### config.mk
export PLATFORM = sky130hd
export DESIGN_NAME = text_window_cursor_control_unit
export DESIGN_NICKNAME = d
export VERILOG_FILES = /design/src/twcc_pkg.sv /design/src/twcc_step.sv /design/src/twcc_rsp_queue.sv /design/src/text_window_cursor_control_unit.sv
export SDC_FILE = /design/constraint.sdc
export NUM_CORES = 1
export LEC_CHECK = 0
export ABC_AREA = 1
export BUFFER_PORTS_ARGS = -buffer_cell sky130_fd_sc_hd__buf_2
export CAP_MARGIN = 20
export CORE_ASPECT_RATIO = 1.1
export CORE_MARGIN = 10
export CORE_UTILIZATION = 35
export DETAILED_ROUTE_END_ITERATION = 8
export PLACE_DENSITY = 0.56
export SLEW_MARGIN = 0
export SYNTH_ARGS = -nofsm -noshare
export SYNTH_HDL_FRONTEND = slang
export SYNTH_SLANG_ARGS = --single-unit
### constraint.sdc
create_clock -name clock -period 6.5 [get_ports clock]
set_clock_uncertainty 0.15 [all_clocks]
set_input_delay 0.65 -clock clock [delete_from_list [all_inputs] [get_ports clock]]
set_output_delay 0.65 -clock clock [all_outputs]
set_load 0.05 [all_outputs]
### src/twcc_pkg.sv
// ----------------------------------------------------------------------------
// twcc_pkg: shared types and constants for the text window cursor control
// Request and response payloads, action codes, register indexes and the
// configuration reset values.
// ----------------------------------------------------------------------------
package twcc_pkg;

   // Tab stop spacing in columns
   localparam int TAB_STOP = 8;

   // Most responses one request can cause
   localparam int MAX_RSP = 3;

   // Configuration reset values
   localparam logic [7:0] COLS_RESET      = 8'd80;
   localparam logic [5:0] ROWS_RESET      = 6'd25;
   localparam logic       CRLF_NRM_RESET  = 1'b1;
   localparam logic       CRLF_ECHO_RESET = 1'b1;

   // Control characters
   localparam logic [7:0] CHR_BEL = 8'd7;
   localparam logic [7:0] CHR_BS  = 8'd8;
   localparam logic [7:0] CHR_TAB = 8'd9;
   localparam logic [7:0] CHR_LF  = 8'd10;
   localparam logic [7:0] CHR_CR  = 8'd13;
   localparam logic [7:0] CHR_SPACE = 8'd32;
   localparam logic [7:0] CHR_HIGH  = 8'd128;

   typedef enum logic [2:0] {
      ACT_WRITE  = 3'd0,
      ACT_MOVE   = 3'd1,
      ACT_SCROLL = 3'd2,
      ACT_CLEAR  = 3'd3,
      ACT_BELL   = 3'd4
   } action_type;

   typedef enum logic [1:0] {
      CSR_WINDOW_COLUMNS = 2'd0,
      CSR_WINDOW_ROWS    = 2'd1,
      CSR_CRLF_NORMAL    = 2'd2,
      CSR_CRLF_ECHO      = 2'd3
   } csr_index_type;

   typedef struct packed {
      logic [7:0] char_code;
      logic       from_echo;
   } req_type;

   typedef struct packed {
      action_type action;
      logic [7:0] glyph;
      logic [5:0] at_row;
      logic [7:0] at_col;
      logic       last;
   } rsp_type;

   typedef struct packed {
      logic [7:0] window_columns;
      logic [5:0] window_rows;
      logic       crlf_normal;
      logic       crlf_echo;
   } cfg_type;

   // Outcome of one request: response list, count and the new cursor
   typedef struct packed {
      rsp_type [MAX_RSP-1:0] rsp;
      logic [1:0]            count;
      logic [5:0]            row;
      logic [7:0]            col;
   } step_type;

endpackage

### src/twcc_step.sv
// ----------------------------------------------------------------------------
// twcc_step: character interpreter
// Works out, for one request and the current cursor, the list of display
// commands and the cursor position that follows.
// ----------------------------------------------------------------------------
module twcc_step
   import twcc_pkg::*;
(
   input  req_type    req,
   input  cfg_type    cfg,
   input  logic [5:0] cur_row,
   input  logic [7:0] cur_col,
   output step_type   step
);

   function automatic rsp_type mk(input action_type act, input logic [7:0] g,
                                  input logic [5:0] r, input logic [7:0] c);
      rsp_type x;
      x.action = act;
      x.glyph  = g;
      x.at_row = r;
      x.at_col = c;
      x.last   = 1'b0;
      return x;
   endfunction

   logic [5:0]  bottom;
   logic        at_bottom;
   action_type  ld_act;
   logic        expand;
   logic [8:0]  next_col;
   logic [8:0]  tab_sum;
   logic [8:0]  tab_col;
   logic        wrap_write;
   logic        wrap_tab;
   logic [5:0]  row_down;
   rsp_type     r0, r1, r2;
   logic [1:0]  n;
   logic [5:0]  row_n;
   logic [7:0]  col_n;

   // Bottom row, a zero row count acting as one row
   assign bottom    = (cfg.window_rows == 6'd0) ? 6'd0 : cfg.window_rows - 6'd1;
   assign at_bottom = (cur_row >= bottom);
   assign ld_act    = (cfg.window_rows > 6'd1) ? ACT_SCROLL : ACT_CLEAR;
   assign row_down  = cur_row + 6'd1;
   assign expand    = req.from_echo ? cfg.crlf_echo : cfg.crlf_normal;

   // Column after a printable and after a tab, with their wrap tests
   assign next_col   = {1'b0, cur_col} + 9'd1;
   assign tab_sum    = {1'b0, cur_col} + 9'(TAB_STOP);
   assign tab_col    = tab_sum - (tab_sum % 9'(TAB_STOP));
   assign wrap_write = (next_col >= {1'b0, cfg.window_columns});
   assign wrap_tab   = (tab_col >= {1'b0, cfg.window_columns});

   // Command list and new cursor
   always_comb begin
      r0    = mk(ACT_MOVE, 8'd0, 6'd0, 8'd0);
      r1    = r0;
      r2    = r0;
      n     = 2'd0;
      row_n = cur_row;
      col_n = cur_col;
      if ((req.char_code == CHR_CR || req.char_code == CHR_LF) && expand) begin
         // CR then LF
         col_n = 8'd0;
         r0    = mk(ACT_MOVE, 8'd0, cur_row, 8'd0);
         if (at_bottom) begin
            r1 = mk(ld_act, 8'd0, 6'd0, 8'd0);
            r2 = mk(ACT_MOVE, 8'd0, cur_row, 8'd0);
            n  = 2'd3;
         end else begin
            row_n = row_down;
            r1    = mk(ACT_MOVE, 8'd0, row_down, 8'd0);
            n     = 2'd2;
         end
      end else if (req.char_code >= CHR_HIGH) begin
         n = 2'd0;
      end else if (req.char_code >= CHR_SPACE) begin
         // Printable: write, advance, wrap
         r0 = mk(ACT_WRITE, req.char_code, cur_row, cur_col);
         n  = 2'd1;
         if (wrap_write) begin
            col_n = 8'd0;
            if (at_bottom) begin
               r1 = mk(ld_act, 8'd0, 6'd0, 8'd0);
               n  = 2'd2;
            end else begin
               row_n = row_down;
            end
         end else begin
            col_n = next_col[7:0];
         end
      end else begin
         case (req.char_code)
            CHR_CR: begin
               col_n = 8'd0;
               r0    = mk(ACT_MOVE, 8'd0, cur_row, 8'd0);
               n     = 2'd1;
            end
            CHR_LF: begin
               if (at_bottom) begin
                  r0 = mk(ld_act, 8'd0, 6'd0, 8'd0);
                  r1 = mk(ACT_MOVE, 8'd0, cur_row, cur_col);
                  n  = 2'd2;
               end else begin
                  row_n = row_down;
                  r0    = mk(ACT_MOVE, 8'd0, row_down, cur_col);
                  n     = 2'd1;
               end
            end
            CHR_BEL: begin
               r0 = mk(ACT_BELL, 8'd0, 6'd0, 8'd0);
               n  = 2'd1;
            end
            CHR_BS: begin
               col_n = (cur_col != 8'd0) ? cur_col - 8'd1 : 8'd0;
               r0    = mk(ACT_MOVE, 8'd0, cur_row, col_n);
               n     = 2'd1;
            end
            CHR_TAB: begin
               if (wrap_tab) begin
                  col_n = 8'd0;
                  if (at_bottom) begin
                     r0 = mk(ld_act, 8'd0, 6'd0, 8'd0);
                     r1 = mk(ACT_MOVE, 8'd0, cur_row, 8'd0);
                     n  = 2'd2;
                  end else begin
                     row_n = row_down;
                     r0    = mk(ACT_MOVE, 8'd0, row_down, 8'd0);
                     n     = 2'd1;
                  end
               end else begin
                  col_n = tab_col[7:0];
                  r0    = mk(ACT_MOVE, 8'd0, cur_row, tab_col[7:0]);
                  n     = 2'd1;
               end
            end
            default: begin
               n = 2'd0;
            end
         endcase
      end
      // Flag the final command
      r0.last = (n == 2'd1);
      r1.last = (n == 2'd2);
      r2.last = (n == 2'd3);
   end

   assign step.rsp   = {r2, r1, r0};
   assign step.count = n;
   assign step.row   = row_n;
   assign step.col   = col_n;

endmodule

### src/twcc_rsp_queue.sv
// ----------------------------------------------------------------------------
// twcc_rsp_queue: response shift buffer
// Holds the commands of one request and hands them out one per cycle while
// rsp_ready is high; reports when it can take the next request's list.
// ----------------------------------------------------------------------------
module twcc_rsp_queue
   import twcc_pkg::*;
(
   input  logic     clock,
   input  logic     reset,
   input  logic     load,
   input  step_type load_step,
   output logic     free,
   output logic     rsp_valid,
   input  logic     rsp_ready,
   output rsp_type  rsp
);

   rsp_type    buf_ff [MAX_RSP];
   rsp_type    buf_in [MAX_RSP];
   logic [1:0] cnt_ff;
   logic [1:0] cnt_in;
   logic       pop;

   assign rsp_valid = (cnt_ff != 2'd0);
   assign rsp       = buf_ff[0];
   assign pop       = rsp_valid && rsp_ready;
   assign free      = (cnt_ff == 2'd0) || (cnt_ff == 2'd1 && rsp_ready);

   // Shift out on a taken response, reload from a new request
   always_comb begin
      buf_in = buf_ff;
      cnt_in = cnt_ff;
      if (pop) begin
         buf_in[0] = buf_ff[1];
         buf_in[1] = buf_ff[2];
         cnt_in    = cnt_ff - 2'd1;
      end
      if (load) begin
         for (int i = 0; i < MAX_RSP; i++) begin
            buf_in[i] = load_step.rsp[i];
         end
         cnt_in = load_step.count;
      end
   end

   always_ff @(posedge clock) begin
      if (reset) begin
         cnt_ff <= 2'd0;
      end else begin
         cnt_ff <= cnt_in;
      end
      buf_ff <= buf_in;
   end

endmodule

### src/text_window_cursor_control_unit.sv
// ----------------------------------------------------------------------------
// text_window_cursor_control_unit: text window cursor control, top level
// Request path: input register, response buffer. Throughput: one request per
// cycle for one response or none while rsp_ready is high; a request with two
// or three responses holds the next one until its last response is taken (one
// response port). Reset clears the cursor to row 0, column 0, empties the
// buffers and loads the register defaults (80 columns, 25 rows, CRLF on for both).
// ----------------------------------------------------------------------------
module text_window_cursor_control_unit
   import twcc_pkg::*;
(
   input  logic       clock,
   input  logic       reset,
   input  logic       req_valid,
   output logic       req_ready,
   input  req_type    req_data,
   output logic       rsp_valid,
   input  logic       rsp_ready,
   output rsp_type    rsp_data,
   input  logic       csr_write_enable,
   input  logic [1:0] csr_index,
   input  logic [7:0] csr_wdata
);

   logic       in_valid_ff, in_valid_in;
   req_type    in_req_ff, in_req_in;
   cfg_type    cfg_ff, cfg_in;
   logic [5:0] row_ff, row_in;
   logic [7:0] col_ff, col_in;
   step_type   step;
   logic       q_free;
   logic       process;

   // Input register, drained when the buffer can take the result list
   assign process   = in_valid_ff && q_free;
   assign req_ready = !in_valid_ff || process;

   always_comb begin
      in_valid_in = in_valid_ff;
      in_req_in   = in_req_ff;
      if (process) begin
         in_valid_in = 1'b0;
      end
      if (req_valid && req_ready) begin
         in_valid_in = 1'b1;
         in_req_in   = req_data;
      end
   end

   // Register writes
   always_comb begin
      cfg_in = cfg_ff;
      if (csr_write_enable) begin
         unique case (csr_index_type'(csr_index))
            CSR_WINDOW_COLUMNS: cfg_in.window_columns = csr_wdata;
            CSR_WINDOW_ROWS:    cfg_in.window_rows    = csr_wdata[5:0];
            CSR_CRLF_NORMAL:    cfg_in.crlf_normal    = csr_wdata[0];
            CSR_CRLF_ECHO:      cfg_in.crlf_echo      = csr_wdata[0];
            default:            cfg_in = cfg_ff;
         endcase
      end
   end

   // Cursor follows each processed request
   assign row_in = process ? step.row : row_ff;
   assign col_in = process ? step.col : col_ff;

   always_ff @(posedge clock) begin
      if (reset) begin
         in_valid_ff           <= 1'b0;
         row_ff                <= 6'd0;
         col_ff                <= 8'd0;
         cfg_ff.window_columns <= COLS_RESET;
         cfg_ff.window_rows    <= ROWS_RESET;
         cfg_ff.crlf_normal    <= CRLF_NRM_RESET;
         cfg_ff.crlf_echo      <= CRLF_ECHO_RESET;
      end else begin
         in_valid_ff <= in_valid_in;
         row_ff      <= row_in;
         col_ff      <= col_in;
         cfg_ff      <= cfg_in;
      end
      in_req_ff <= in_req_in;
   end

   twcc_step u_step (
      .req     (in_req_ff),
      .cfg     (cfg_ff),
      .cur_row (row_ff),
      .cur_col (col_ff),
      .step    (step)
   );

   twcc_rsp_queue u_queue (
      .clock     (clock),
      .reset     (reset),
      .load      (process),
      .load_step (step),
      .free      (q_free),
      .rsp_valid (rsp_valid),
      .rsp_ready (rsp_ready),
      .rsp       (rsp_data)
   );

endmodule

### Word-level counts from Yosys, hierarchy flattened

Index checks and enable logic that the tools add are counted.

| storage, ports and cells | value |
|---|---|
| register bits after elaboration | 120 |
| word-level logic and storage cells | 126 |

| cells by class | value |
|---|---|
| add/subtract/negate cells | 7 |
| order comparisons | 6 |
| equality and inequality tests | 15 |
| multiplexer cells | 48 |
| reductions and logical operators | 25 |

Operators by type and width:

| kind | number |
|---|---|
| two-way mux 26 bit | 13 |
| case mux 26 bit (5 select lines) | 1 |
| two-way mux 78 bit | 1 |
| two-way mux 52 bit | 1 |
| case mux 26 bit (2 select lines) | 1 |
| two-way mux 8 bit | 6 |
| two-way mux 6 bit | 7 |
| == test 8 x 4 -> 1 bit, second input constant | 4 |
| two-way mux 15 bit | 2 |
| case mux 8 bit (3 select lines) | 1 |
| >= comparator 9 x 8 -> 1 bit | 2 |
| two-way mux 2 bit | 8 |
| case mux 6 bit (2 select lines) | 1 |
| adder 8 x 1 -> 9 bit, second input constant | 1 |
| adder 8 x 4 -> 9 bit, second input constant | 1 |
| subtractor 9 x 3 -> 9 bit | 1 |
| == test 2 bit, second input constant | 4 |
| == test 8 x 3 -> 1 bit, second input constant | 1 |
| >= comparator 8 x 6 -> 1 bit, second input constant | 1 |
| >= comparator 8 bit, second input constant | 1 |
| AND reduction 2 bit | 4 |
| nonzero test 8 bit | 1 |
| subtractor 8 x 1 -> 8 bit, second input constant | 1 |
| adder 6 x 1 -> 6 bit, second input constant | 1 |
| 21 further kinds | 36 |

### Logic depth before layout (Yosys ltp)

Gate-level depths: netlist of run 1.

| depth | value |
|---|---|
| depth after elaboration | 11 |
| gate-level depth with buffers | 19 |
| mapped depth without buffers | 19 |

### Hierarchy

Synthesis of run 1 repeated with hierarchy kept, for this count alone.

| unflattened totals | value |
|---|---|
| cells, all modules | 1039 |
| area total of the unflattened synthesis | 7953.9 µm² |

Modules (own cells, without submodules):

| module | instances | cells each | area each (µm²) | sequential area each (µm²) |
|---|---|---|---|---|
| twcc_rsp_queue | 1 | 299 | 3397.0 | 2382.3 |
| twcc_step | 1 | 567 | 3036.7 | 0.0 |
| text_window_cursor_control_unit | 1 | 173 | 1520.2 | 890.9 |

### Least setup slack after synthesis of run 1

OpenSTA, ideal clock, no wires.

| timing path | value |
|---|---|
| kind | reg2reg |
| from | reg col_ff[0] |
| to | reg u_queue.buf_ff[26] (netlist bit), data pin |
| arrival time | 2.372 ns |
| data required time | 6.198 ns |
| path slack | 3.826 ns |
| stages on the path, launching flop included | 15 |
| cell sequence | dfxtp_1 > inv_1 > nor3_1 > mux2_2 > ha_1 > nand4_1 > nor3_1 > nand2_1 > nand3_2 > nand2_1 > nand2_1 > nand2_1 > nand2_1 > nand2_1 > o21ai_0 |

RTL lines:

| element | line | source |
|---|---|---|
| start, declared | text_window_cursor_control_unit.sv:29 | `logic [7:0] col_ff, col_in;` |
| start signal, assigned | text_window_cursor_control_unit.sv:80 | `col_ff <= col_in;` |
| end signal, assigned | twcc_rsp_queue.sv:53 | `buf_ff <= buf_in;` |
| end, declared | twcc_rsp_queue.sv:19 | `rsp_type buf_ff [MAX_RSP];` |

==> impl_summary.md, run 1 <==
Status
The run finished with clean final reports.

Global route
The first global-routing pass estimated 22.4 mm of wire. The number of global-route vias before repair was 4446. The initial antenna violation count came to 0. Entering global routing, the biggest net connects 47 pins. Summed over all layers, the global routing overflow is 0. In the global route stage, overall resource usage came out at 0.126.

Clock network
In this run, CTS created clock tree buffers numbering 9. The post-CTS setup buffer count is 0. The clock root buffer is sky130_fd_sc_hd__clkbuf_16. In this run, post-CTS hold repair placed 0 buffers. The H-tree depth is 3.

The post-cts sizing count is 0. The CTS clock-pin slew for the worst setup and hold paths is 60 ps. The number of clock sinks seen by CTS is 92. In this run the deepest clock path goes through 2 buffers. The TritonCTS clock tree is built.

The clock latency reported for the late side of the worst-skew pair is ~350 ps.

Cells and area
The most common cell after layout, fill and taps aside is sky130_fd_sc_hd__nand2_1. The total of fill cells in the finished design is about 1600. At the end of the flow the core is filled with cells to 0.389.

In the layout the commonest cells are sky130_fd_sc_hd__nand2_1, sky130_fd_sc_hd__inv_1, sky130_fd_sc_hd__edfxtp_1, sky130_fd_sc_hd__nor2_1, sky130_fd_sc_hd__buf_2. The final net count is 743. The cell area after layout is 0.00610 mm^2. From synthesis to final layout, the design area changed by 9.45%.

In the final layout, the share of cells above drive strength 1 is 0.167. The number of antenna diodes in the final layout is 0.

Detailed routing
For this run, design rule violations remaining after detail routing come to 0. In the routed layout, each cell is associated on average with a via count of slightly below 5. The final route contains ~4400 vias. The length of the first detailed-routing pass in iterations is 5. Dividing the detail-routed wire length by the instance count gives 14.9 um. The wire length reported by the detailed router is 13.3 mm. The number of DRC violations after detailed-routing iteration 0 is between 300 and 400. The count of nets left with antenna violations after detail routing is 0.

Setup path
The kind of critical path is flop to flop. The signal on the critical path passes through nor2_1, nand2_1, nor3_1, xor2_1, nand2_1, ha_1, nand2_1, nor2_1, o21ai_0, nand2_1, inv_1, nand2_1, nor2_1, o21ai_0, o211ai_2. Along the worst path, the maximum fanout reaches 9. The worst endpoint data arrival time is 3240 ps. The startpoint kind of the worst setup timing path is a flop. The category of the worst setup path capture point is a flop.

The largest incremental delay on the critical path is 350 ps. Broken down by cell family, the worst path's largest delay share belongs to simple AND/OR/NAND/NOR gates. For the worst setup path, the data required time is 6440 ps. The critical path buffer and inverter count is 1.

The most numerous cell type found on the critical path is sky130_fd_sc_hd__nand2_1. The slowest stage of the critical path is the sky130_fd_sc_hd__dfxtp_1 cell.

Worst hold path
The path category of the worst min-delay check is input pin to flop.

Timing
The worst pin sits at a relative slew slack of 0.441. Derived from the worst setup path, the maximum achievable clock frequency is 303 MHz. Setup repair after global routing left no endpoint under its margin. The clock period could shrink to around 3300 ps.

Setup violations remaining at the end of the flow were counted as 0. In the finished design, the share of the clock period the worst path needs comes to 0.508. The worst-margin pin slew is 837 ps. The final-report max-slew violation count was 0.

The hold violation count in the final report is 0. The final setup TNS is 0 ps.

Logic synthesis
For this run, the register share of the synthesized area comes to 0.436. The number of synthesized flops with an enable pin is 59. Among all flip-flop cells after synthesis, the most frequent one is sky130_fd_sc_hd__edfxtp_1.

The main combinational cell family by area after synthesis is simple AND/OR/NAND/NOR gates. The synthesized cell area is 0.00557 mm^2. The count of different cell masters after synthesis is 47. The complex-gate fraction of the synthesized area is 0.125. After synthesis, the mean cell area works out to between 8 and 9 um^2. The number of nets in the synthesized netlist is 721. Of the total synthesized cell area, the portion taken by AND, OR, NAND and NOR gates is 0.239. Of the total synthesized cell area, the portion taken by full adders, half adders and majority gates is 0.0651. Synthesis inferred 92 register bits. For this run, asynchronously set or reset flops after synthesis account for 0.

The proportion of synthesized area in mux cells is 0.00404. Of the total synthesized cell area, the portion taken by XOR and XNOR cells is 0.0314. The post-synthesis instance total is 668. During synthesis, Yosys emitted a total of 0 warnings.

Place
The total of buffers placed on input and output ports is 51. In this run the cell area measured after placement is 0.00581 mm^2. The routability congestion estimate is between 0.8 and 0.9. The post-detailed-placement half-perimeter wirelength is around 10 mm.

Power and ir drop
The completed layout was analyzed and its total power is 2130 uW. The leakage power is 0.00269 uW. The internal cell power is 1260 uW. The share of total power in the clock network is 0.227. The worst vdd rail ir drop is 0.138 mV. The proportion of total power due to net switching is 0.409.

The combinational share of power is 0.365. The share of total power dissipated in sequential elements is 0.407. The power per unit of standard cell area is 349 mW/mm^2.

Summed over all nets, the switching power comes to a little under 900 uW.

Die
The initial cell density of the core is 0.356. The die boundary width is 140 um. The floorplan has 48 rows.

The die is ~150 um tall. Pin placement for this block handled 52 I/O pins. The core region is 0.0157 mm^2. The die covers 0.0214 mm^2.

Run
The max-capacitance violation count is 0.
area by class of cell:
type	instances	area, um^2	share of cell area
Clock buffer	9	225	0.0369
Tap cell	200	250	0.0410
Clock inverter	7	42.5	0.00697
Inverter	74	283	0.0463
Sequential cell	92	2430	0.399
Multi-Input combinational cell	461	2590	0.425
Timing Repair Buffer	52	275	0.0451
cells by family after synthesis:
family                     after synthesis
AOI/OAI and AO/OA                      119
xor gates and xnor gates                20
DFF                                     92
adders and majority gates               29
and+or+nand+nor                        290
other                                    1
buffers and inverters                  115
muxes                                    2
flip-flops by register name, indices dropped and copies added (netlist names):
name,cells
col_ff,8
u_queue.rsp,26
row_ff,6
u_queue.cnt_ff,2
u_queue.buf_ff,24
in_valid_ff,1
cfg_ff,16
in_req_ff,9
final timing paths:
| kind | startpoint | end | slack (ps) | cells after the start |
|---|---|---|---|---|
| max | cfg_ff[4] | u_queue.rsp[4] | 3200 | 15 |
| max reg2reg | cfg_ff[4] | u_queue.rsp[4] | 3200 | 15 |
| min | req_data[3] | in_req_ff[3] | 320 | 1 |
| min reg2reg | cfg_ff[1] | cfg_ff[1] | 330 | 2 |
power by group through the flow:
stage | Clock (uW) | Combinational [uW] | Sequential, uW
6_report | 484 | 779 | 868
5_1_grt | 521 | 858 | 882
4_1_cts | 497 | 773 | 873
3_5_place_dp | 0 | 770 | 885
3_3_place_gp | 0 | 760 | 885
2_1_floorplan | 0 | 683 | 867
worst reg2reg max path, stage by stage, from the launching register on:
cell                       delay (ps)
sky130_fd_sc_hd__dfxtp_1          350
sky130_fd_sc_hd__nor2_1           160
sky130_fd_sc_hd__nand2_1           90
sky130_fd_sc_hd__nor3_1           190
sky130_fd_sc_hd__xor2_1           180
sky130_fd_sc_hd__nand2_1           80
sky130_fd_sc_hd__ha_1             300
sky130_fd_sc_hd__nand2_1           80
sky130_fd_sc_hd__nor2_1           140
sky130_fd_sc_hd__o21ai_0           90
sky130_fd_sc_hd__nand2_1          280
sky130_fd_sc_hd__inv_1            250
sky130_fd_sc_hd__nand2_1          260
sky130_fd_sc_hd__nor2_1            70
sky130_fd_sc_hd__o21ai_0          250
sky130_fd_sc_hd__o211ai_2         120
per-layer routing:
layer,routed length (um),track usage,share of wire
met1,6610,0.171,0.50
met3,813,0.0281,0.061
met4,284,0.0586,0.021
met2,5630,0.186,0.42
met5,0,0,0
through the flow:
| step | instances | hold slack, ps | setup slack, ps |
|---|---|---|---|
| after floorplan | 668 | 281 | 3830 |
| after global placement | 878 | 308 | 3300 |
| after detailed placement | 878 | 321 | 3190 |
| after CTS | 894 | 312 | 3220 |
| after global routing | 895 | 311 | 2930 |
| final | 895 | 324 | 3200 |
cells in the mapped netlist (8+ instances only):
library cell	instances	area, um^2
sky130_fd_sc_hd__a21oi_1	36	180
sky130_fd_sc_hd__nand3_1	26	130
sky130_fd_sc_hd__inv_1	63	236
sky130_fd_sc_hd__ha_1	29	363
sky130_fd_sc_hd__o21ai_0	41	205
sky130_fd_sc_hd__clkbuf_1	8	30.0
sky130_fd_sc_hd__buf_4	27	203
sky130_fd_sc_hd__nor2_1	58	218
sky130_fd_sc_hd__dfxtp_1	33	661
sky130_fd_sc_hd__nand2_1	148	556
sky130_fd_sc_hd__o21ai_1	8	40.0
sky130_fd_sc_hd__a31oi_1	11	68.8
sky130_fd_sc_hd__nor3_1	19	95.1
sky130_fd_sc_hd__nor2_2	13	81.3
sky130_fd_sc_hd__xor2_1	20	175
sky130_fd_sc_hd__edfxtp_1	59	1770
sky130_fd_sc_hd__inv_2	8	30.0
Power figures use the tool's default switching activity.
==> run 2, diff against run 1 <==
PLACE_DENSITY = 0.58   (was 0.56)
clock period = 2.9 ns   (was 6.5 ns; I/O delays follow)
==> run 2 against run 1 <==
- via count increased by 1.6%
- sequential share of layout area decreased by 3.4 points
- combinational power increased by 140%
- routed wire length increased by 3.5%
- clock power increased to 2.9 times the previous value
- core utilization increased by 3.8 points
- hold slack got worse by 310 ps
- critical path depth decreased by 1
- flip-flop and latch count unchanged
- die area unchanged
==> impl_summary.md, run 2 (synthesis results as in run 1) <==
Timing
The worst-margin pin slew is 799 ps (-37.7 ps). The total setup violations reported at the end of the flow is 0 (unchanged). The final-report max-slew violation count is 0 (unchanged). The ratio of final minimum period to clock period is 0.960 (+0.452). The final setup TNS came to 0 ps (unchanged). The hold violation count in the final report is 0 (unchanged). The hold slack came to 17.8 ps (-306 ps).

The highest clock rate is 359 MHz (+19%). Setup repair after global routing could not meet its margin everywhere. The remaining max-slew budget at the tightest pin was 0.467 (+0.0252). The shortest clock period the worst path allows after layout is 2780 ps (-519 ps).

Global route
The combined global-route utilization of all metal layers is 0.130 (+0.00342). The initial antenna violation count is 0 (unchanged). The overflow left after global routing was 0 (unchanged). The pin count of the biggest net entering global routing came to 33 (-30%). The global-route met1 utilization came to 0.180 (+0.00937). The met3 demand-to-capacity share in global routing is 0.0362 (+0.00810). In this run the most used layer during global routing was met2.

The number of global-route vias before repair is 4444 (-0.045%). The wire length of the first global-routing pass came to 23.0 mm (+2.6%). The routing usage on met2 came to 0.186 (+0.000223).

Detailed routing
The wire length reported by the detailed router was 13.8 mm (+3.5%). The number of DRC violations after detailed-routing iteration 0 is 384 (+20%). The average vias per placed instance is 4.81 (-2.7%). The total DRC errors in the routed layout came to 0 (unchanged). The count of nets left with antenna violations after detail routing is 0 (unchanged). The via count of the routed design is 4502 (+1.6%).

The average detailed-routed wire length per instance is 14.8 um (-0.89%). The length of the first detailed-routing pass in iterations is 5 (unchanged).

Setup path
The worst register-to-register path begins at col_ff[3]. The setup slack of the most critical reg-to-reg path is 120 ps (-3080 ps). STA classifies the critical path endpoint as a flop.

The startpoint kind of the worst setup timing path is a flop. The maximum net fanout on the critical path is 5 (-4). The required time at the worst-slack endpoint is 2850 ps (-3590 ps). The end of the worst register-to-register path is u_queue.rsp[7].

The depth of the worst register-to-register path was 14 (-1). The worst endpoint data arrival time is 2730 ps (-510 ps). The worst setup path is of the flop to flop kind.

Run
The max-capacitance violation count is 0 (unchanged).

Power and ir drop
The total power consumption of the routed design is 5180 uW (+140%). The worst vdd rail ir drop is 0.426 mV (+210%). The leakage power is 0.00294 uW (+9.3%). The power per unit of standard cell area is 774 mW/mm^2 (+120%).

Cells and area
The cell area after layout is 0.00670 mm^2 (+9.7%). The layout cell share with drive strength beyond 1 is 0.250 (+0.0834). The area overhead of the layout relative to synthesis is 20.1%. The total of fill cells in the finished design came to 1554 (-3.2%). In the layout the commonest cells are sky130_fd_sc_hd__nand2_1, sky130_fd_sc_hd__inv_1, sky130_fd_sc_hd__edfxtp_1, sky130_fd_sc_hd__nor2_1, sky130_fd_sc_hd__buf_2. The number of non-filler instances in the completed layout came to 935 (+4.5%). The number of antenna cells inserted was 0 (unchanged). The flip-flop count of the largest register, all copies and words added is 26 (unchanged).

The most common cell after layout, fill and taps aside is sky130_fd_sc_hd__nand2_1. The final net count is 783 (+5.4%).

Place
The routability congestion estimate was 0.909 (+2.1%). The total of buffers placed on input and output ports is 51 (unchanged). The post-detailed-placement half-perimeter wirelength came to 10.1 mm (-0.30%). The standard cell area after detailed placement was 0.00601 mm^2 (+3.3%). The number of placed cells counting well taps came to 902 (+2.7%).

Clock network
The number of clock sinks seen by CTS is 92 (unchanged). The maximum clock path buffer count is 2 (unchanged). The CTS clock-pin slew for the worst setup and hold paths is 70 ps (about the same).

The TritonCTS clock tree is built. The clock latency reported for the late side of the worst-skew pair came to 360 ps (about the same). In this run the clock root is driven by a sky130_fd_sc_hd__clkbuf_16.

The H-tree depth was 3 (unchanged). The number of buffers created by CTS is 9 (unchanged).

Die
The vertical die dimension is 152 um (unchanged). The die footprint is 0.0214 mm^2 (unchanged). The core region area was 0.0157 mm^2 (unchanged). The number of top-level design ports came to 52 (unchanged). The initial cell density of the core is 0.356 (unchanged). The die boundary width was 140 um (unchanged). The placement row count came to 48 (unchanged).

Worst hold path
The path category of the worst min-delay check is input pin to flop. The hold path startpoint is csr_wdata[4]. The end point of the worst hold path is cfg_ff[6]. The count of cells along the worst hold path is 3 (+2).

Status
The run finished with clean final reports.
-- run 2: changes by cell type in the layout (fill, tap and decap cells not counted), sizes merged --
cell	before	now
clkinv	6	1
clkinvlp	1	2
buf	52	82
dlygate4sd3	0	10
bufinv	0	3
inv	74	75
-- run 2: critical path, stage by stage (launching register included) --
cell and delay, ps:
sky130_fd_sc_hd__dfxtp_2 330, sky130_fd_sc_hd__buf_4 140, sky130_fd_sc_hd__inv_2 40, sky130_fd_sc_hd__ha_1 330, sky130_fd_sc_hd__ha_1 310, sky130_fd_sc_hd__nand4_1 90
sky130_fd_sc_hd__nand2_1 60, sky130_fd_sc_hd__nand2_1 130, sky130_fd_sc_hd__nand3_2 170, sky130_fd_sc_hd__buf_4 130, sky130_fd_sc_hd__inv_1 70, sky130_fd_sc_hd__a22oi_1 260
sky130_fd_sc_hd__o21ai_0 140, sky130_fd_sc_hd__nand2_1 90, sky130_fd_sc_hd__o211ai_2 70
-- run 2: where the power goes --
part	leakage, uW	internal, uW	switching [uW]
clock network	0.000163	848	529
logic	0.00194	514	1360
registers	0.000838	1820	113
total	0.00294	3180	2000
-- run 2: layout make-up --
| class | count | area, um^2 | share of cell area |
|---|---|---|---|
| Sequential cell | 92 | 2440 | 0.364 |
| Tap cell | 200 | 250 | 0.0374 |
| Clock buffer | 9 | 225 | 0.0336 |
| Multi-Input combinational cell | 461 | 2760 | 0.412 |
| Clock inverter | 7 | 123 | 0.0183 |
| Timing Repair Buffer | 92 | 617 | 0.0921 |
| Inverter | 74 | 285 | 0.0426 |
-- run 2: metrics by stage --
step | setup slack [ps] | util
global route | -26.7 | 0.427
global placement | 0.500 | 0.383
CTS | 36.1 | 0.413
floorplan | 226 | -
finish | 116 | 0.427
detailed placement | -78.0 | 0.383
-- run 2: what timing repair did --
action	in CTS	in global routing
pin swaps	0	14
hold buffers	10	0
endpoints found under the setup margin	12	50
hold endpoints to repair	10	0
setup buffers	0	7
resized for setup	3	47
-- run 2: worst max path at each step --
stage	end	start	slack, ps	cells after the start
2_1_floorplan	u_queue.buf_ff[26]	col_ff[0]	230	14
3_3_place_gp	u_queue.buf_ff[26]	col_ff[0]	0.5	14
3_5_place_dp	u_queue.buf_ff[26]	col_ff[0]	-80	14
4_1_cts	u_queue.buf_ff[26]	col_ff[4]	40	17
5_1_grt	u_queue.rsp[7]	col_ff[3]	-30	14
6_report	u_queue.rsp[7]	col_ff[3]	120	14
-- run 2: per-layer routing --
| layer | part of all wire | routed length, um |
|---|---|---|
| met1 | 0.50 | 6840 |
| met4 | 0.018 | 248 |
| met5 | 0 | 0 |
| met3 | 0.068 | 944 |
| met2 | 0.42 | 5770 |
==> run 3, diff against run 2 <==
ABC_AREA = default   (was 1)
CORE_ASPECT_RATIO = 1.2   (was 1.1)
==> run 3 against run 2 <==
- the flow now finishes with violations (negative setup slack)
- die area is 1.2% lower
- highest routed layer unchanged
- sequential share of layout area is 3.9 points lower
- final cell count is 0.96% lower
- critical path depth is 3 lower
- via count is 8.9% higher
- register-to-register slack worse by 300 ps
- critical path type unchanged
- maximum frequency is 9.7% lower
- largest cell class unchanged
==> impl_summary.md, run 3 <==
Status
The flow ran to the end, but the final reports show violations. The checks that failed: negative setup slack.

Detailed routing
The via count of the routed design came to 4902 (+8.9%). The average vias per placed instance was 5.29 (+9.9%). The average detailed-routed wire length per instance is 17.1 um (+16%). The count of nets left with antenna violations after detail routing is 0 (unchanged). The total DRC errors in the routed layout came to 0 (unchanged). The wire length reported by the detailed router was 15.9 mm (+15%). The number of DRC violations after detailed-routing iteration 0 is 353 (-8.1%).

The length of the first detailed-routing pass in iterations is 5 (unchanged).

Place
The total of buffers placed on input and output ports is 51 (unchanged). The standard cell area after detailed placement was 0.00624 mm^2 (+3.8%). The routability congestion estimate is 0.895 (-1.6%). The placement-stage worst setup slack is -361 ps (-283 ps).

The post-detailed-placement half-perimeter wirelength is 11.1 mm (+9.7%).

Die
The vertical die dimension is 157 um (+3.2%). The core region area came to 0.0155 mm^2 (-1.0%). The die boundary width is 134 um (-4.3%). The initial cell density of the core is 0.354 (-0.00157).

The number of top-level design ports is 52 (unchanged). The die footprint is 0.0211 mm^2 (-1.2%). The placement row count was 50 (+4.2%).

Setup path
By startpoint and endpoint, the worst setup path is classified as flop to flop. The depth of the worst register-to-register path was 11 (-3). The category of the worst setup path capture point is a flop.

In this run the critical register-to-register path is captured at row_ff[5]. The startpoint kind of the worst setup timing path is a flop. The maximum net fanout on the critical path is 5 (unchanged). The worst endpoint data arrival time is 3210 ps (+480 ps). The required time at the worst-slack endpoint is 3020 ps (+170 ps). The startpoint identified for the worst register-to-register timing path is col_ff[3]. The setup slack of the most critical reg-to-reg path came to -180 ps (-300 ps).

Logic synthesis
The average cell area after synthesis is 9.44 um^2 (+13%). The synthesized cell area is 0.00549 mm^2 (-1.5%). The post-synthesis instance total is 582 (-13%). The flip-flop and latch count after synthesis was 92 (unchanged). Counting instances in the post-synthesis netlist gives the leading cell types as sky130_fd_sc_hd__edfxtp_1, sky130_fd_sc_hd__nor2_1, sky130_fd_sc_hd__o21ai_0. The share of the synthesized area in the top cell type is 0.323 (+0.00471). The Yosys warning count was 0 (unchanged). The number of synthesized flops with an enable pin is 59 (unchanged).

The most used flip-flop cell after synthesis is sky130_fd_sc_hd__edfxtp_1. The share of synthesized area occupied by flip-flops and latches is 0.443 (+0.00646). The most instantiated library cell after synthesis is sky130_fd_sc_hd__edfxtp_1. The fraction of registers with async set/reset is 0 (unchanged). The largest total area in the synthesized netlist belongs to sky130_fd_sc_hd__edfxtp_1. The net count after synthesis is 635 (-12%). By area the synthesized netlist is led by sky130_fd_sc_hd__edfxtp_1, sky130_fd_sc_hd__dfxtp_1, sky130_fd_sc_hd__ha_1. The count of different cell masters after synthesis is 73 (+55%).

Clock network
The CTS clock-pin slew for the worst setup and hold paths is 70 ps (about the same). The number of clock sinks seen by CTS is 92 (unchanged). The clock latency reported for the late side of the worst-skew pair is 350 ps (about the same). The maximum clock path buffer count was 2 (unchanged). The H-tree depth is 3 (unchanged).

The TritonCTS clock tree is built. In this run the clock root is driven by a sky130_fd_sc_hd__clkbuf_16. The number of buffers created by CTS was 9 (unchanged).

Cells and area
The cell area after layout came to 0.00753 mm^2 (+13%). The layout cell share with drive strength beyond 1 came to 0.382 (+0.131). The final net count was 767 (-2.0%). In the layout the commonest cells are sky130_fd_sc_hd__buf_4, sky130_fd_sc_hd__edfxtp_1, sky130_fd_sc_hd__buf_2, sky130_fd_sc_hd__nor2_1, sky130_fd_sc_hd__nand2_1.

The number of antenna cells inserted came to 0 (unchanged). Leaving out fill and tap cells, the most frequent cell in the layout is sky130_fd_sc_hd__buf_4. The total of fill cells in the finished design was 1457 (-6.2%). The flip-flop count of the largest register, all copies and words added is 26 (unchanged). The area overhead of the layout relative to synthesis is 37.2%.

Run
The max-capacitance violation count is 0 (unchanged).

Power and ir drop
The total power consumption of the routed design is 4000 uW (-23%). The leakage power is 0.00309 uW (+5.0%). The net switching power of the design is 1300 uW (-35%). The internal cell power is 2700 uW (-15%).

The share of total power in the clock network was 0.312 (+0.046). The combinational share of power is 0.271 (-0.091). The power per unit of standard cell area is 530 mW/mm^2 (-31%). The proportion of total power due to net switching was 0.325 (-0.0608).

The fraction of power consumed by sequential logic is 0.417 (+0.044). The worst vdd rail ir drop is 0.253 mV (-41%).

Global route
The pin count of the biggest net entering global routing is 34 (+3.0%). The combined global-route utilization of all metal layers came to 0.145 (+0.0147). The number of global-route vias before repair is 4883 (+9.9%). The initial antenna violation count is 0 (unchanged). The overflow left after global routing is 0 (unchanged).

The wire length of the first global-routing pass came to 24.7 mm (+7.5%).

Timing
The worst-margin pin slew is 910 ps (+111 ps). The final-report max-slew violation count came to 0 (unchanged). The total setup violations reported at the end of the flow is 25 (+25). The ratio of final minimum period to clock period is 1.06 (+0.103). The hold violation count in the final report was 0 (unchanged). The remaining max-slew budget at the tightest pin is 0.390 (-0.0762). The least setup slack across all paths after layout is -183 ps (-299 ps).

The shortest clock period the worst path allows after layout is 3080 ps (+299 ps). The highest clock rate is 324 MHz (-9.7%). Setup repair after global routing could not meet its margin everywhere.

Worst hold path
The count of cells along the worst hold path is 2 (-1). The end point of the worst hold path is cfg_ff[12]. The path category of the worst min-delay check is input pin to flop. The hold path startpoint is csr_wdata[4].
-- run 3: cell count changes after synthesis, moves of 13 or more --
cell,delta
sky130_fd_sc_hd__and3_1,+13
sky130_fd_sc_hd__inv_1,-28
sky130_fd_sc_hd__nand2_1,-105
sky130_fd_sc_hd__xor2_1,-14
sky130_fd_sc_hd__nor2_2,-13
-- run 3: metrics by stage --
stage / utilization / instances / hold slack (ps) / TNS, ps
floorplan: - / 582 / 234 / 0
global placement: 0.402 / 865 / 316 / -4760
detailed placement: 0.402 / 865 / 318 / -7920
CTS: 0.465 / 920 / 12.8 / -980
global route: 0.486 / 926 / 24.9 / -5640
finish: 0.486 / 926 / 17.2 / -1930
-- run 3: worst max path at each step --
stage                   start  slack, ps               to
CTS                 col_ff[3]       -130        row_ff[3]
global placement    col_ff[4]       -290  u_queue.rsp[12]
detailed placement  cfg_ff[2]       -360  u_queue.rsp[13]
global route        cfg_ff[3]       -260        row_ff[5]
finish              col_ff[3]       -180        row_ff[5]
floorplan           col_ff[0]          5        row_ff[3]
-- run 3: area by class of cell --
cell class / count / area, um^2 / share of cell area
clock inverter: 5 / 77.6 / 0.0103
sequential: 92 / 2450 / 0.326
timing repair buffer: 169 / 1230 / 0.163
tap: 208 / 260 / 0.0345
multi-input combinational: 406 / 3140 / 0.417
clock buffer: 10 / 229 / 0.0304
inverter: 36 / 143 / 0.0189
-- run 3: worst max-delay path, stage by stage (launching register included) --
cell and delay (ps):
sky130_fd_sc_hd__dfxtp_4 370, sky130_fd_sc_hd__buf_6 150, sky130_fd_sc_hd__inv_6 50, sky130_fd_sc_hd__ha_4 250, sky130_fd_sc_hd__or4b_4 460, sky130_fd_sc_hd__a21oi_4 240
sky130_fd_sc_hd__o21a_4 210, sky130_fd_sc_hd__o21ai_4 80, sky130_fd_sc_hd__a2111o_1 470, sky130_fd_sc_hd__buf_6 150, sky130_fd_sc_hd__or3_1 300, sky130_fd_sc_hd__a21oi_1 140
-- run 3: kinds of logic after synthesis --
group	after synthesis	synth area share
AOI/OAI and AO/OA	146	0.170
xor gates and xnor gates	15	0.0239
adders and majority gates	29	0.0661
buffers and inverters	85	0.0877
DFF	92	0.443
muxes	11	0.0205
other	1	0.000683
and+or+nand+nor	203	0.188
-- run 3: per-layer routing --
metal,GRT usage,up-vias,routed length (um)
met5,0,-,0
met4,0.0690,0,518
met3,0.0226,40,726
met2,0.263,159,8210
met1,0.161,2351,6420
li1,-,2352,-
-- run 3: what timing repair did --
action | in CTS | in global routing
endpoints found under the hold margin | 10 | 0
setup buffers | 32 | 9
hold buffers | 10 | 0
cloned | 1 | 0
gates resized for setup | 84 | 70
pin swaps | 49 | 30
endpoints found under the setup margin | 45 | 49
-- run 3: power by group through the flow --
| stage | Combinational, uW | Clock (uW) | Sequential [uW] |
|---|---|---|---|
| after floorplan | 781 | 0 | 1680 |
| after global placement | 950 | 0 | 1690 |
| after detailed placement | 962 | 0 | 1700 |
| after CTS | 1030 | 1260 | 1670 |
| after global routing | 1160 | 1300 | 1690 |
| final | 1080 | 1250 | 1670 |
